<file path="src/rtl/core/tzg_pkg.sv">
// Shared constants and types of the trace zone grouper.
package tzg_pkg;

  // Parameter defaults
  localparam int STACK_DEPTH_DEF = 64;
  localparam int TIME_BITS_DEF   = 48;

  // Fixed field widths
  localparam int LOC_W   = 16;
  localparam int THR_W   = 8;
  localparam int CPU_W   = 6;
  localparam int TYPE_W  = 2;
  localparam int IDX_W   = 32;
  localparam int LEVEL_W = 6;
  localparam int CNT_W   = 32;
  localparam int MODE_W  = 2;
  localparam int REG_W   = 3;

  // Input item modes
  localparam logic [MODE_W-1:0] MODE_SCOPE = 2'd0;
  localparam logic [MODE_W-1:0] MODE_CLEAR = 2'd1;
  localparam logic [MODE_W-1:0] MODE_END   = 2'd2;

  // Configuration register indexes
  localparam logic [REG_W-1:0] REG_VIEW_BEGIN = 3'd0;
  localparam logic [REG_W-1:0] REG_VIEW_END   = 3'd1;
  localparam logic [REG_W-1:0] REG_MIN_GROUP  = 3'd2;
  localparam logic [REG_W-1:0] REG_MIN_ZONE   = 3'd3;
  localparam logic [REG_W-1:0] REG_MAX_GAP    = 3'd4;
  localparam logic [REG_W-1:0] REG_MAX_LEVEL  = 3'd5;
  localparam logic [REG_W-1:0] REG_THREAD_SEL = 3'd6;

  // Stack control from the top level
  typedef struct packed {
    logic push;
    logic pop;
    logic clear;
  } tzg_stack_ctrl_t;

endpackage

</file>
<file path="src/rtl/core/tzg_if.sv">


interface tzg_out_if #(
  parameter int TIME_BITS = tzg_pkg::TIME_BITS_DEF
);
  logic                        valid;
  logic                        ready;
  logic [TIME_BITS-1:0]        group_begin;
  logic [TIME_BITS-1:0]        group_end;
  logic [tzg_pkg::LOC_W-1:0]   group_location;
  logic [tzg_pkg::THR_W-1:0]   group_thread;
  logic [tzg_pkg::LEVEL_W-1:0] group_level;
  logic [tzg_pkg::TYPE_W-1:0]  group_type;
  logic [tzg_pkg::CPU_W-1:0]   cpu_first;
  logic [tzg_pkg::CPU_W-1:0]   cpu_last;
  logic [tzg_pkg::IDX_W-1:0]   first_event_index;
  logic [tzg_pkg::CNT_W-1:0]   zone_count;

  modport source (output valid, group_begin, group_end, group_location, group_thread,
                  group_level, group_type, cpu_first, cpu_last, first_event_index,
                  zone_count, input ready);
  modport sink (input valid, group_begin, group_end, group_location, group_thread,
                group_level, group_type, cpu_first, cpu_last, first_event_index,
                zone_count, output ready);
endinterface

</file>
<file path="src/rtl/core/tzg_batch.sv">
// Batch state: merge of tiny zones, group flush test and result register.
module tzg_batch #(
  parameter int TIME_BITS = tzg_pkg::TIME_BITS_DEF,
  parameter int LVL_W     = 6
) (
  input  logic                          clk,
  input  logic                          rst_n,
  input  logic                          step,
  input  logic                          zone_vld,
  input  logic                          flush_req,
  input  logic [TIME_BITS-1:0]          zone_begin,
  input  logic [TIME_BITS-1:0]          zone_end,
  input  logic [tzg_pkg::LOC_W-1:0]     zone_loc,
  input  logic [LVL_W-1:0]              zone_level,
  input  logic [tzg_pkg::TYPE_W-1:0]    zone_type,
  input  logic [tzg_pkg::CPU_W-1:0]     zone_cpu0,
  input  logic [tzg_pkg::CPU_W-1:0]     zone_cpu1,
  input  logic [tzg_pkg::IDX_W-1:0]     zone_idx,
  input  logic [TIME_BITS-1:0]          view_begin,
  input  logic [TIME_BITS-1:0]          view_end,
  input  logic [TIME_BITS-1:0]          min_group_ticks,
  input  logic [TIME_BITS-1:0]          min_zone_ticks,
  input  logic [TIME_BITS-1:0]          max_gap_ticks,
  input  logic [tzg_pkg::LEVEL_W-1:0]   max_zone_level,
  input  logic [tzg_pkg::THR_W-1:0]     thread_sel,
  tzg_out_if.source                     out_if
);
  import tzg_pkg::*;

  localparam int CW = (LVL_W > LEVEL_W) ? LVL_W : LEVEL_W;

  logic [TIME_BITS-1:0] batch_begin_r, batch_end_r;
  logic [LOC_W-1:0]     batch_loc_r;
  logic [THR_W-1:0]     batch_thread_r;
  logic [LEVEL_W-1:0]   batch_level_r;
  logic [TYPE_W-1:0]    batch_type_r;
  logic [CPU_W-1:0]     batch_cpu0_r, batch_cpu1_r;
  logic [IDX_W-1:0]     batch_idx_r;
  logic [CNT_W-1:0]     batch_size_r;

  logic [TIME_BITS-1:0] zone_len, gap, grp_len;
  logic [LEVEL_W-1:0]   lvl6;
  logic                 lvl_ok, tiny, near, merge, start, flush_ok, emit;

  logic                 out_valid_r;
  logic [TIME_BITS-1:0] out_begin_r, out_end_r;
  logic [LOC_W-1:0]     out_loc_r;
  logic [THR_W-1:0]     out_thread_r;
  logic [LEVEL_W-1:0]   out_level_r;
  logic [TYPE_W-1:0]    out_type_r;
  logic [CPU_W-1:0]     out_cpu0_r, out_cpu1_r;
  logic [IDX_W-1:0]     out_idx_r;
  logic [CNT_W-1:0]     out_count_r;

  // Zone tests: level limit, tiny duration, gap to batch end
  assign lvl6     = LEVEL_W'(zone_level);
  assign lvl_ok   = CW'(zone_level) <= CW'(max_zone_level);
  assign zone_len = zone_end - zone_begin;
  assign tiny     = (zone_end < zone_begin) || (zone_len < min_zone_ticks);
  assign gap      = zone_begin - batch_end_r;
  assign near     = (zone_begin < batch_end_r) || (gap < max_gap_ticks);

  // Open batch is worth emitting: long enough and meets the view
  assign grp_len  = batch_end_r - batch_begin_r;
  assign flush_ok = (batch_size_r != '0)
                 && !((batch_end_r < batch_begin_r) || (grp_len < min_group_ticks))
                 && (batch_begin_r <= view_end) && (batch_end_r >= view_begin);

  assign merge = zone_vld && lvl_ok && (batch_size_r != '0) && tiny
              && (zone_loc == batch_loc_r) && (lvl6 == batch_level_r) && near;
  assign start = zone_vld && lvl_ok && !merge;
  assign emit  = (start || flush_req) && flush_ok;

  // Batch count
  always_ff @(posedge clk) begin
    if (!rst_n) begin
      batch_size_r <= '0;
    end else if (flush_req) begin
      batch_size_r <= '0;
    end else if (start) begin
      batch_size_r <= CNT_W'(1);
    end else if (merge && (batch_size_r != '1)) begin
      batch_size_r <= batch_size_r + CNT_W'(1);
    end
  end

  // Batch payload
  always_ff @(posedge clk) begin
    if (start) begin
      batch_begin_r  <= zone_begin;
      batch_end_r    <= zone_end;
      batch_loc_r    <= zone_loc;
      batch_thread_r <= thread_sel;
      batch_level_r  <= lvl6;
      batch_type_r   <= zone_type;
      batch_cpu0_r   <= zone_cpu0;
      batch_cpu1_r   <= zone_cpu1;
      batch_idx_r    <= zone_idx;
    end else if (merge) begin
      if (zone_begin < batch_begin_r) begin
        batch_begin_r <= zone_begin;
      end
      if (zone_end > batch_end_r) begin
        batch_end_r <= zone_end;
      end
    end
  end

  // Result register
  always_ff @(posedge clk) begin
    if (!rst_n) begin
      out_valid_r <= 1'b0;
    end else if (step) begin
      out_valid_r <= emit;
    end else if (out_if.ready) begin
      out_valid_r <= 1'b0;
    end
  end

  always_ff @(posedge clk) begin
    if (step && emit) begin
      out_begin_r  <= batch_begin_r;
      out_end_r    <= batch_end_r;
      out_loc_r    <= batch_loc_r;
      out_thread_r <= batch_thread_r;
      out_level_r  <= batch_level_r;
      out_type_r   <= batch_type_r;
      out_cpu0_r   <= batch_cpu0_r;
      out_cpu1_r   <= batch_cpu1_r;
      out_idx_r    <= batch_idx_r;
      out_count_r  <= batch_size_r;
    end
  end

  assign out_if.valid             = out_valid_r;
  assign out_if.group_begin       = out_begin_r;
  assign out_if.group_end         = out_end_r;
  assign out_if.group_location    = out_loc_r;
  assign out_if.group_thread      = out_thread_r;
  assign out_if.group_level       = out_level_r;
  assign out_if.group_type        = out_type_r;
  assign out_if.cpu_first         = out_cpu0_r;
  assign out_if.cpu_last          = out_cpu1_r;
  assign out_if.first_event_index = out_idx_r;
  assign out_if.zone_count        = out_count_r;

endmodule

</file>
<file path="src/flat_wrapper.sv">
// flat-port wrapper written by rule: the top's interface ports become plain ports
module tzg_batch_flat import tzg_pkg::*;
#(
  parameter int TIME_BITS = tzg_pkg::TIME_BITS_DEF,
  parameter int LVL_W     = 6
)
  (clk, rst_n, step, zone_vld, flush_req, zone_begin, zone_end, zone_loc, zone_level, zone_type, zone_cpu0, zone_cpu1, zone_idx, view_begin, view_end, min_group_ticks, min_zone_ticks, max_gap_ticks, max_zone_level, thread_sel, out_if_valid, out_if_group_begin, out_if_group_end, out_if_group_location, out_if_group_thread, out_if_group_level, out_if_group_type, out_if_cpu_first, out_if_cpu_last, out_if_first_event_index, out_if_zone_count, out_if_ready);
  tzg_out_if #(.TIME_BITS(TIME_BITS)) out_if_i ();
  input  logic clk;
  input  logic rst_n;
  input  logic step;
  input  logic zone_vld;
  input  logic flush_req;
  input  logic [TIME_BITS-1:0] zone_begin;
  input  logic [TIME_BITS-1:0] zone_end;
  input  logic [tzg_pkg::LOC_W-1:0] zone_loc;
  input  logic [LVL_W-1:0] zone_level;
  input  logic [tzg_pkg::TYPE_W-1:0] zone_type;
  input  logic [tzg_pkg::CPU_W-1:0] zone_cpu0;
  input  logic [tzg_pkg::CPU_W-1:0] zone_cpu1;
  input  logic [tzg_pkg::IDX_W-1:0] zone_idx;
  input  logic [TIME_BITS-1:0] view_begin;
  input  logic [TIME_BITS-1:0] view_end;
  input  logic [TIME_BITS-1:0] min_group_ticks;
  input  logic [TIME_BITS-1:0] min_zone_ticks;
  input  logic [TIME_BITS-1:0] max_gap_ticks;
  input  logic [tzg_pkg::LEVEL_W-1:0] max_zone_level;
  input  logic [tzg_pkg::THR_W-1:0] thread_sel;
  output wire logic [$bits(out_if_i.valid)-1:0] out_if_valid;
  output wire logic [$bits(out_if_i.group_begin)-1:0] out_if_group_begin;
  output wire logic [$bits(out_if_i.group_end)-1:0] out_if_group_end;
  output wire logic [$bits(out_if_i.group_location)-1:0] out_if_group_location;
  output wire logic [$bits(out_if_i.group_thread)-1:0] out_if_group_thread;
  output wire logic [$bits(out_if_i.group_level)-1:0] out_if_group_level;
  output wire logic [$bits(out_if_i.group_type)-1:0] out_if_group_type;
  output wire logic [$bits(out_if_i.cpu_first)-1:0] out_if_cpu_first;
  output wire logic [$bits(out_if_i.cpu_last)-1:0] out_if_cpu_last;
  output wire logic [$bits(out_if_i.first_event_index)-1:0] out_if_first_event_index;
  output wire logic [$bits(out_if_i.zone_count)-1:0] out_if_zone_count;
  input wire logic [$bits(out_if_i.ready)-1:0] out_if_ready;
  assign out_if_valid = out_if_i.valid;
  assign out_if_group_begin = out_if_i.group_begin;
  assign out_if_group_end = out_if_i.group_end;
  assign out_if_group_location = out_if_i.group_location;
  assign out_if_group_thread = out_if_i.group_thread;
  assign out_if_group_level = out_if_i.group_level;
  assign out_if_group_type = out_if_i.group_type;
  assign out_if_cpu_first = out_if_i.cpu_first;
  assign out_if_cpu_last = out_if_i.cpu_last;
  assign out_if_first_event_index = out_if_i.first_event_index;
  assign out_if_zone_count = out_if_i.zone_count;
  assign out_if_i.ready = out_if_ready;
  tzg_batch #(.TIME_BITS(TIME_BITS), .LVL_W(LVL_W)) u_core (.clk(clk), .rst_n(rst_n), .step(step), .zone_vld(zone_vld), .flush_req(flush_req), .zone_begin(zone_begin), .zone_end(zone_end), .zone_loc(zone_loc), .zone_level(zone_level), .zone_type(zone_type), .zone_cpu0(zone_cpu0), .zone_cpu1(zone_cpu1), .zone_idx(zone_idx), .view_begin(view_begin), .view_end(view_end), .min_group_ticks(min_group_ticks), .min_zone_ticks(min_zone_ticks), .max_gap_ticks(max_gap_ticks), .max_zone_level(max_zone_level), .thread_sel(thread_sel), .out_if(out_if_i));
endmodule
</file>
<file path="config.mk">
export PLATFORM = sky130hd
export DESIGN_NAME = tzg_batch_flat
export DESIGN_NICKNAME = d
export VERILOG_FILES = /design/src/rtl/core/tzg_pkg.sv /design/src/rtl/core/tzg_if.sv /design/src/rtl/core/tzg_batch.sv /design/src/flat_wrapper.sv
export SDC_FILE = /design/constraint.sdc
export NUM_CORES = 1
export LEC_CHECK = 0
export BUFFER_PORTS_ARGS = -buffer_cell sky130_fd_sc_hd__buf_2
export CAP_MARGIN = 10
export CORE_AREA = 3 3 245 247
export DETAILED_ROUTE_END_ITERATION = 12
export DIE_AREA = 0 0 248 250
export PLACE_DENSITY_LB_ADDON = 0.2
export SLEW_MARGIN = 25
export SYNTH_ARGS = -nofsm -noshare
export SYNTH_HDL_FRONTEND = slang
export SYNTH_SLANG_ARGS = --single-unit
</file>
<file path="constraint.sdc">
create_clock -name clk -period 39.9 [get_ports clk]
set_input_delay 1.995 -clock clk [delete_from_list [all_inputs] [get_ports clk]]
set_output_delay 1.995 -clock clk [all_outputs]
set_load 0.005 [all_outputs]
</file>
==> reports/metrics.yaml, run 1 <==
run_status:
  status: "completed"
sta:
  min_period_ps: 9650
  setup_tns_ps: 0
  tightest_slew_ps: 1230
  fin_crit_sh: 0.242
  holdWs_ps: 411
  max_freq_ghz: 0.104
  rsz0062_at_grt: "no"
  finalHoldViolations: 0
  finalSetupViolCount: 0
  fin_skew_ps: 28.1
  max_slew_margin: 0.177
  drv_slew: 0
final_layout:
  layout.nets: 4440
  fillCellCount: 5016
  area_growth_pct: 18.7
  stdcell_area_um2: 35000
  final_layout_size_suffix_gt1_frac: 0.203
yosys:
  synth_fp_nets: 3800
  synth_common_cells: "ha_1, inv_1, edfxtp_1"
  syn_area_um2: 29500
  synth_cell_type_count: 78
  ys_seq_elements: 409
  synth-seq-area-share: 0.405
  yosysMostFrequentCell: "ha_1"
  yosys-top-cells-area: "edfxtp_1, ha_1, inv_1"
  synth.avg_cell_area_um2: 10.2
  synth_top_flop_cell: "edfxtp_1"
  synth_edf_count: 376
  synth_top_cell_area_share: 0.383
  syn_inst: 2889
  async_flop_share: 0
  ys_warn_count: 0
  synth_top_area_cell: "edfxtp_1"
critical_path:
  worst_setup_path_end_kind: "register"
  cp.arrival_ps: 9830
  crit_top_cell: "buf_4"
  max_stage_delay_ps: 850
  crit_slowest_cell: "buf_4"
  cp-start-kind: "primary input"
  path_class: "in -> reg"
  crit_path_max_fanout: 72
  required_ps: 40080
clock_network:
  cts_tree: "done"
  numClockSinks: 409
  clock_path_buffers: 3
  clkLatencyLatePin_ps: 580
  cts_resized: 0
  cts_buffers: 42
  cts_root_buf: "clkbuf_16"
  htree_levels: 2
  postCtsSetupBuffers: 0
  clk_pin_slew_ps: 60
  cts_hold_buf: 0
run:
  maxCapViolCount: 0
grt:
  grt-ovfl-total: 0
  grt_max_degree: 77
  antenna_found_initial: 25
  grtUsageTotal: 0.309
  grt_first_pass_wirelength_mm: 144
  grt_pass1_vias: 24000
floorplanning:
  core_um2: 57800
  die_h_um: 250
  row_count: 88
  dieArea_um2: 62000
  die_x_um: 248
  start_util: 0.510
  io_pins: 629
hold_path:
  hold_class: "reg -> reg"
route:
  drtAntennaViolNets: 0
  viasPerCell: 5.68
  wl_per_cell_um: 22.7
  post-route-drc-count: 0
  firstDrtPassIters: 5
  drt-initial-drc-count: 1753
  wirelength_mm: 98.8
  dr_total_vias: 24700
power_and_ir_drop:
  ir_drop_v: 0.0000386
  power.density_nw_per_um2: 39.1
  p_leak_nw: 17.2
placement:
  gp_congestion: 0.968
  placed_area_um2: 33500
  hpwl_mm: 82.4
  io_buffers: 628
[area by class of cell]
type	instances	area, um^2	area share
Tap cell	765	957	0.0273
Sequential cell	409	12000	0.341
Inverter	445	1670	0.0477
Clock inverter	24	236	0.00675
Timing Repair Buffer	639	3240	0.0926
Antenna cell	22	55.1	0.00157
Clock buffer	54	1150	0.0328
Multi-Input combinational cell	1992	15800	0.450
[critical path, delay by kind of cell]
kind / cells / cell delay [ps]
compound gates: 13 / 3450
buf+inv: 6 / 2270
simple gates: 6 / 1010
fa+ha+maj: 3 / 890
xor+xnor: 1 / 130
[per-stage QoR]
| stage | total power, mW | setup WS, ps | utilization | instances |
|---|---|---|---|---|
| after global placement | 0.966 | 29950 | 0.580 | 4248 |
| after CTS | 1.37 | 30360 | 0.604 | 4326 |
| after floorplan | 0.832 | 22520 | - | 2889 |
| final | 1.37 | 30250 | 0.606 | 4350 |
| after global routing | 1.45 | 29630 | 0.606 | 4344 |
| after detailed placement | 0.971 | 29800 | 0.580 | 4248 |
[flip-flops by register name, summed over array words and instances, names as in the netlist, 16 cells and up]
name,flops
u_core.out_if.group_location,16
u_core.out_if.group_begin,48
u_core.out_if.zone_count,32
u_core.batch_end_r,48
u_core.out_if.group_end,48
u_core.batch_begin_r,48
u_core.batch_idx_r,32
u_core.out_if.first_event_index,32
u_core.batch_loc_r,16
u_core.batch_size_r,32
[per-layer routing]
layer  wire length, um  track usage  up-vias  part of all wire
met4              3000       0.0894       14             0.030
li1                  -            -    11900                 -
met2             45700        0.509      961              0.46
met3              7890       0.0551      156             0.080
met1             42100        0.416    11600              0.43
met5                87            0        -           0.00088
[report_power, final]
part	total (mW)	internal [mW]	switching [mW]
Combinational	0.453	0.195	0.258
Clock	0.398	0.226	0.172
Sequential	0.519	0.495	0.0238
Total	1.37	0.916	0.454
[path summary, 6_finish.rpt]
path                     startpoint                             endpoint  slack (ps)  cells after the start
max                   zone_begin[0]  u_core.out_if.first_event_index[12]       30250                     29
min          u_core.batch_idx_r[28]  u_core.out_if.first_event_index[28]         410                      0
max reg2reg   u_core.batch_end_r[0]  u_core.out_if.first_event_index[12]       31370                     27
min reg2reg  u_core.batch_idx_r[28]  u_core.out_if.first_event_index[28]         410                      0
[cells in the final DEF (no fill, tap or decap), types with 6 or more instances in the layout]
cell | netlist | final
o31ai_1 | 29 | 29
a21oi_1 | 230 | 229
o21ai_0 | 103 | 102
nand2_1 | 95 | 94
edfxtp_1 | 376 | 376
or3_1 | 6 | 6
nand3_1 | 46 | 46
a221oi_1 | 7 | 7
a2111oi_0 | 12 | 12
xnor2_1 | 122 | 122
nor2_1 | 117 | 117
diode_2 | 0 | 22
nand2b_1 | 22 | 22
xor2_1 | 34 | 34
a221o_1 | 6 | 6
a211oi_1 | 19 | 19
a21o_1 | 219 | 218
dfxtp_1 | 33 | 33
nand4_1 | 111 | 111
o21a_1 | 42 | 42
or4_1 | 22 | 22
and4_1 | 13 | 13
nor2b_1 | 32 | 32
buf_4 | 0 | 9
a21boi_0 | 9 | 9
ha_1 | 484 | 484
clkbuf_16 | 0 | 44
o211ai_1 | 18 | 18
inv_1 | 445 | 444
nor3_1 | 20 | 20
a31oi_1 | 21 | 20
clkinv_1 | 0 | 9
nor4_1 | 15 | 15
and3_1 | 24 | 24
clkbuf_1 | 36 | 9
and2_1 | 10 | 10
o21bai_1 | 29 | 29
buf_2 | 6 | 628
[cells by family after synthesis]
logic type                 share of synthesized area
AOI/OAI and AO/OA                              0.179
xor gates and xnor gates                      0.0463
adders and majority gates                      0.207
buffers and inverters                         0.0623
DFF                                            0.405
muxes                                       0.000339
and+or+nand+nor                               0.0995
No activity file was read; power rests on OpenSTA's default activity.
==> run 2, diff against run 1 <==
ABC_AREA = 1   (was unset)
CORE_AREA = unset   (was 3 3 245 247)
CORE_MARGIN = 3   (was unset)
CORE_UTILIZATION = 57   (was unset)
DIE_AREA = unset   (was 0 0 248 250)
clock period = 9.65 ns   (was 39.9 ns; I/O delays follow)
==> run 2 against run 1 <==
  * Die area down 5.8%
  * Global-route usage up 5.5 points
  * Clock power rose to 4.2 times the previous value
  * Critical path type is now reg -> reg
  * Sequential power rose to 4.1 times the previous value
  * Wire length up 12%
  * Cell count up 22%
  * Critical path depth up 1
  * Final area up 6.1%
  * Core utilization up 7.8 points
  * Clock skew down 0.80 ps
  * Sequential share of layout area down 2.0 points
==> reports/metrics.yaml, run 2 <==
grt:
  antenna_found_initial: 22  # -12%
  grt_pass1_vias: 28500  # +19%
  grt-ovfl-total: 0  # unchanged
  grt_first_pass_wirelength_mm: 162  # +13%
  grtUsageTotal: 0.364  # +0.0548
  grt_max_degree: 109  # +42%
yosys:
  ys_warn_count: 0  # unchanged
  synth_top_flop_cell: "edfxtp_1"
  synth_common_cells: "nand2_1, inv_1, ha_1"
  synth.avg_cell_area_um2: 8.20  # -20%
  synth_top_area_cell: "edfxtp_1"
  synth_fp_nets: 4769  # +26%
  yosysMostFrequentCell: "nand2_1"
  synth-seq-area-share: 0.378  # -0.0275
  synth_cell_type_count: 53  # -32%
  syn_area_um2: 31700  # +7.3%
  syn_inst: 3858  # +34%
  yosys-top-cells-area: "edfxtp_1, ha_1, nand2_1"
  ys_seq_elements: 409  # unchanged
  synth_top_cell_area_share: 0.357  # -0.0260
  synth_edf_count: 376  # unchanged
  async_flop_share: 0  # unchanged
critical_path:
  worst_setup_path_end_kind: "register"
  required_ps: 9850  # -30,230 ps
  crit_top_cell: "nand2_1"
  cp.arrival_ps: 6760  # -3070 ps
  crit_path_max_fanout: 108  # +50%
  path_class: "reg -> reg"
  max_stage_delay_ps: 710  # -140 ps
  cp-start-kind: "register"
  cp_top_family: "simple AND/OR/NAND/NOR gates"
  crit_slowest_cell: "buf_4"
  timing.critical_path.buf_inv: 5  # -1
power_and_ir_drop:
  p_leak_nw: 18.6  # +8.1%
  ir_drop_v: 0.000119  # +210%
  power.density_nw_per_um2: 159  # +310%
sta:
  worst_slack_ps: 3090  # -27,160 ps
  finalSetupViolCount: 0  # unchanged
  fin_crit_sh: 0.680
  rsz0062_at_grt: "no"
  tightest_slew_ps: 806  # -420 ps
  drv_slew: 0  # unchanged
  min_period_ps: 6560
  setup_tns_ps: 0  # unchanged
  max_freq_ghz: 0.153
  finalHoldViolations: 0  # unchanged
  max_slew_margin: 0.463  # +0.286
  fin_skew_ps: 27.3  # -0.802 ps
route:
  firstDrtPassIters: 6  # +1
  drtAntennaViolNets: 0  # unchanged
  drt-initial-drc-count: 2358  # +35%
  wirelength_mm: 111  # +12%
  wl_per_cell_um: 20.8  # -8.4%
  viasPerCell: 5.55  # -2.2%
  dr_total_vias: 29500  # +20%
  post-route-drc-count: 0  # unchanged
floorplanning:
  row_count: 85  # -3.4%
  start_util: 0.582  # +0.0720
  die_h_um: 242  # -3.3%
  core_um2: 54300  # -6.0%
  dieArea_um2: 58400  # -5.8%
  die_x_um: 242  # -2.6%
  io_pins: 629  # unchanged
clock_network:
  clk_pin_slew_ps: 60  # about the same
  cts_tree: "done"
  cts_buffers: 41  # -2.4%
  postCtsSetupBuffers: 0  # unchanged
  numClockSinks: 409  # unchanged
  clock_path_buffers: 3  # unchanged
  cts_hold_buf: 0  # unchanged
  htree_levels: 2  # unchanged
  cts_root_buf: "clkbuf_16"
  cts_resized: 0  # unchanged
  clkLatencyLatePin_ps: 580  # about the same
placement:
  gp_congestion: 0.987  # +1.9%
  post-place-ws_ps: 3060  # -26,730 ps
  io_buffers: 628  # unchanged
  hpwl_mm: 93.4  # +13%
final_layout:
  area_growth_pct: 17.4
  fillCellCount: 4568  # -8.9%
  final_layout_size_suffix_gt1_frac: 0.161  # -0.0416
  final_common_cell: "nand2_1"
  multi_input_area_um2: 16800  # +6.5%
  mostFrequentLayoutCells: "nand2_1, inv_1, buf_2"
  layout.nets: 5435  # +22%
  seqCellArea_um2: 12000  # unchanged
run_status:
  status: "completed"
hold_path:
  hold_class: "in -> reg"
run:
  maxCapViolCount: 0  # unchanged
-- run 2: changes by cell type after synthesis, sizes merged, moves of 53 or more --
cell   before  now
nand2      95  760
a21o      219   25
nor2      117  413
xor2       34   87
a21oi     232  355
inv       445  751
nand3      47  123
xnor2     122   51
-- run 2: area by class of cell --
type / count / share of cell area
antenna: 24 / 0.00162
clock buffer: 49 / 0.0289
clock inverter: 26 / 0.00899
inverter: 751 / 0.0760
multi-input combinational: 2687 / 0.452
sequential: 409 / 0.322
tap: 739 / 0.0249
timing repair buffer: 634 / 0.0863
-- run 2: worst paths after layout --
check                                           start                            endpoint  slack, ps  depth (start not counted)
worst max-delay path            u_core.batch_end_r[1]        u_core.out_if.group_level[4]       3090                         30
worst min-delay path                    thread_sel[6]            u_core.batch_thread_r[6]         80                          1
worst max register to register  u_core.batch_end_r[1]        u_core.out_if.group_level[4]       3090                         30
worst min register to register  u_core.batch_idx_r[7]  u_core.out_if.first_event_index[7]        410                          0
-- run 2: kinds of logic after synthesis --
logic type                 after synthesis  synth area share
buffers and inverters                  762            0.0923
AOI/OAI and AO/OA                      619             0.108
and+or+nand+nor                       1443             0.191
DFF                                    409             0.378
adders and majority gates              487             0.193
xor gates and xnor gates               138            0.0382
-- run 2: metrics by stage --
step	utilization	hold slack (ps)	instance area, um^2	std cells	total power, mW
after floorplan	-	400	31700	3858	3.55
after global placement	0.656	400	35700	5219	4.16
after detailed placement	0.656	405	35700	5219	4.20
after CTS	0.682	52.0	37100	5294	5.88
after global routing	0.684	60.8	37200	5314	6.25
final	0.684	77.7	37200	5319	5.91
-- run 2: power by group --
group          switching [mW]  leakage (nW)  internal, mW
Combinational            1.30          14.1         0.770
Clock                   0.710         0.687         0.973
Sequential             0.0969          3.79          2.05
Total                    2.11          18.6          3.80
-- run 2: layer usage --
metal | routed length [um] | global-route usage | up-vias
met5 | 27 | 0 | -
met2 | 52300 | 0.617 | 1314
met1 | 43700 | 0.461 | 13800
met3 | 9680 | 0.0555 | 231
li1 | - | - | 14200
met4 | 4980 | 0.162 | 4
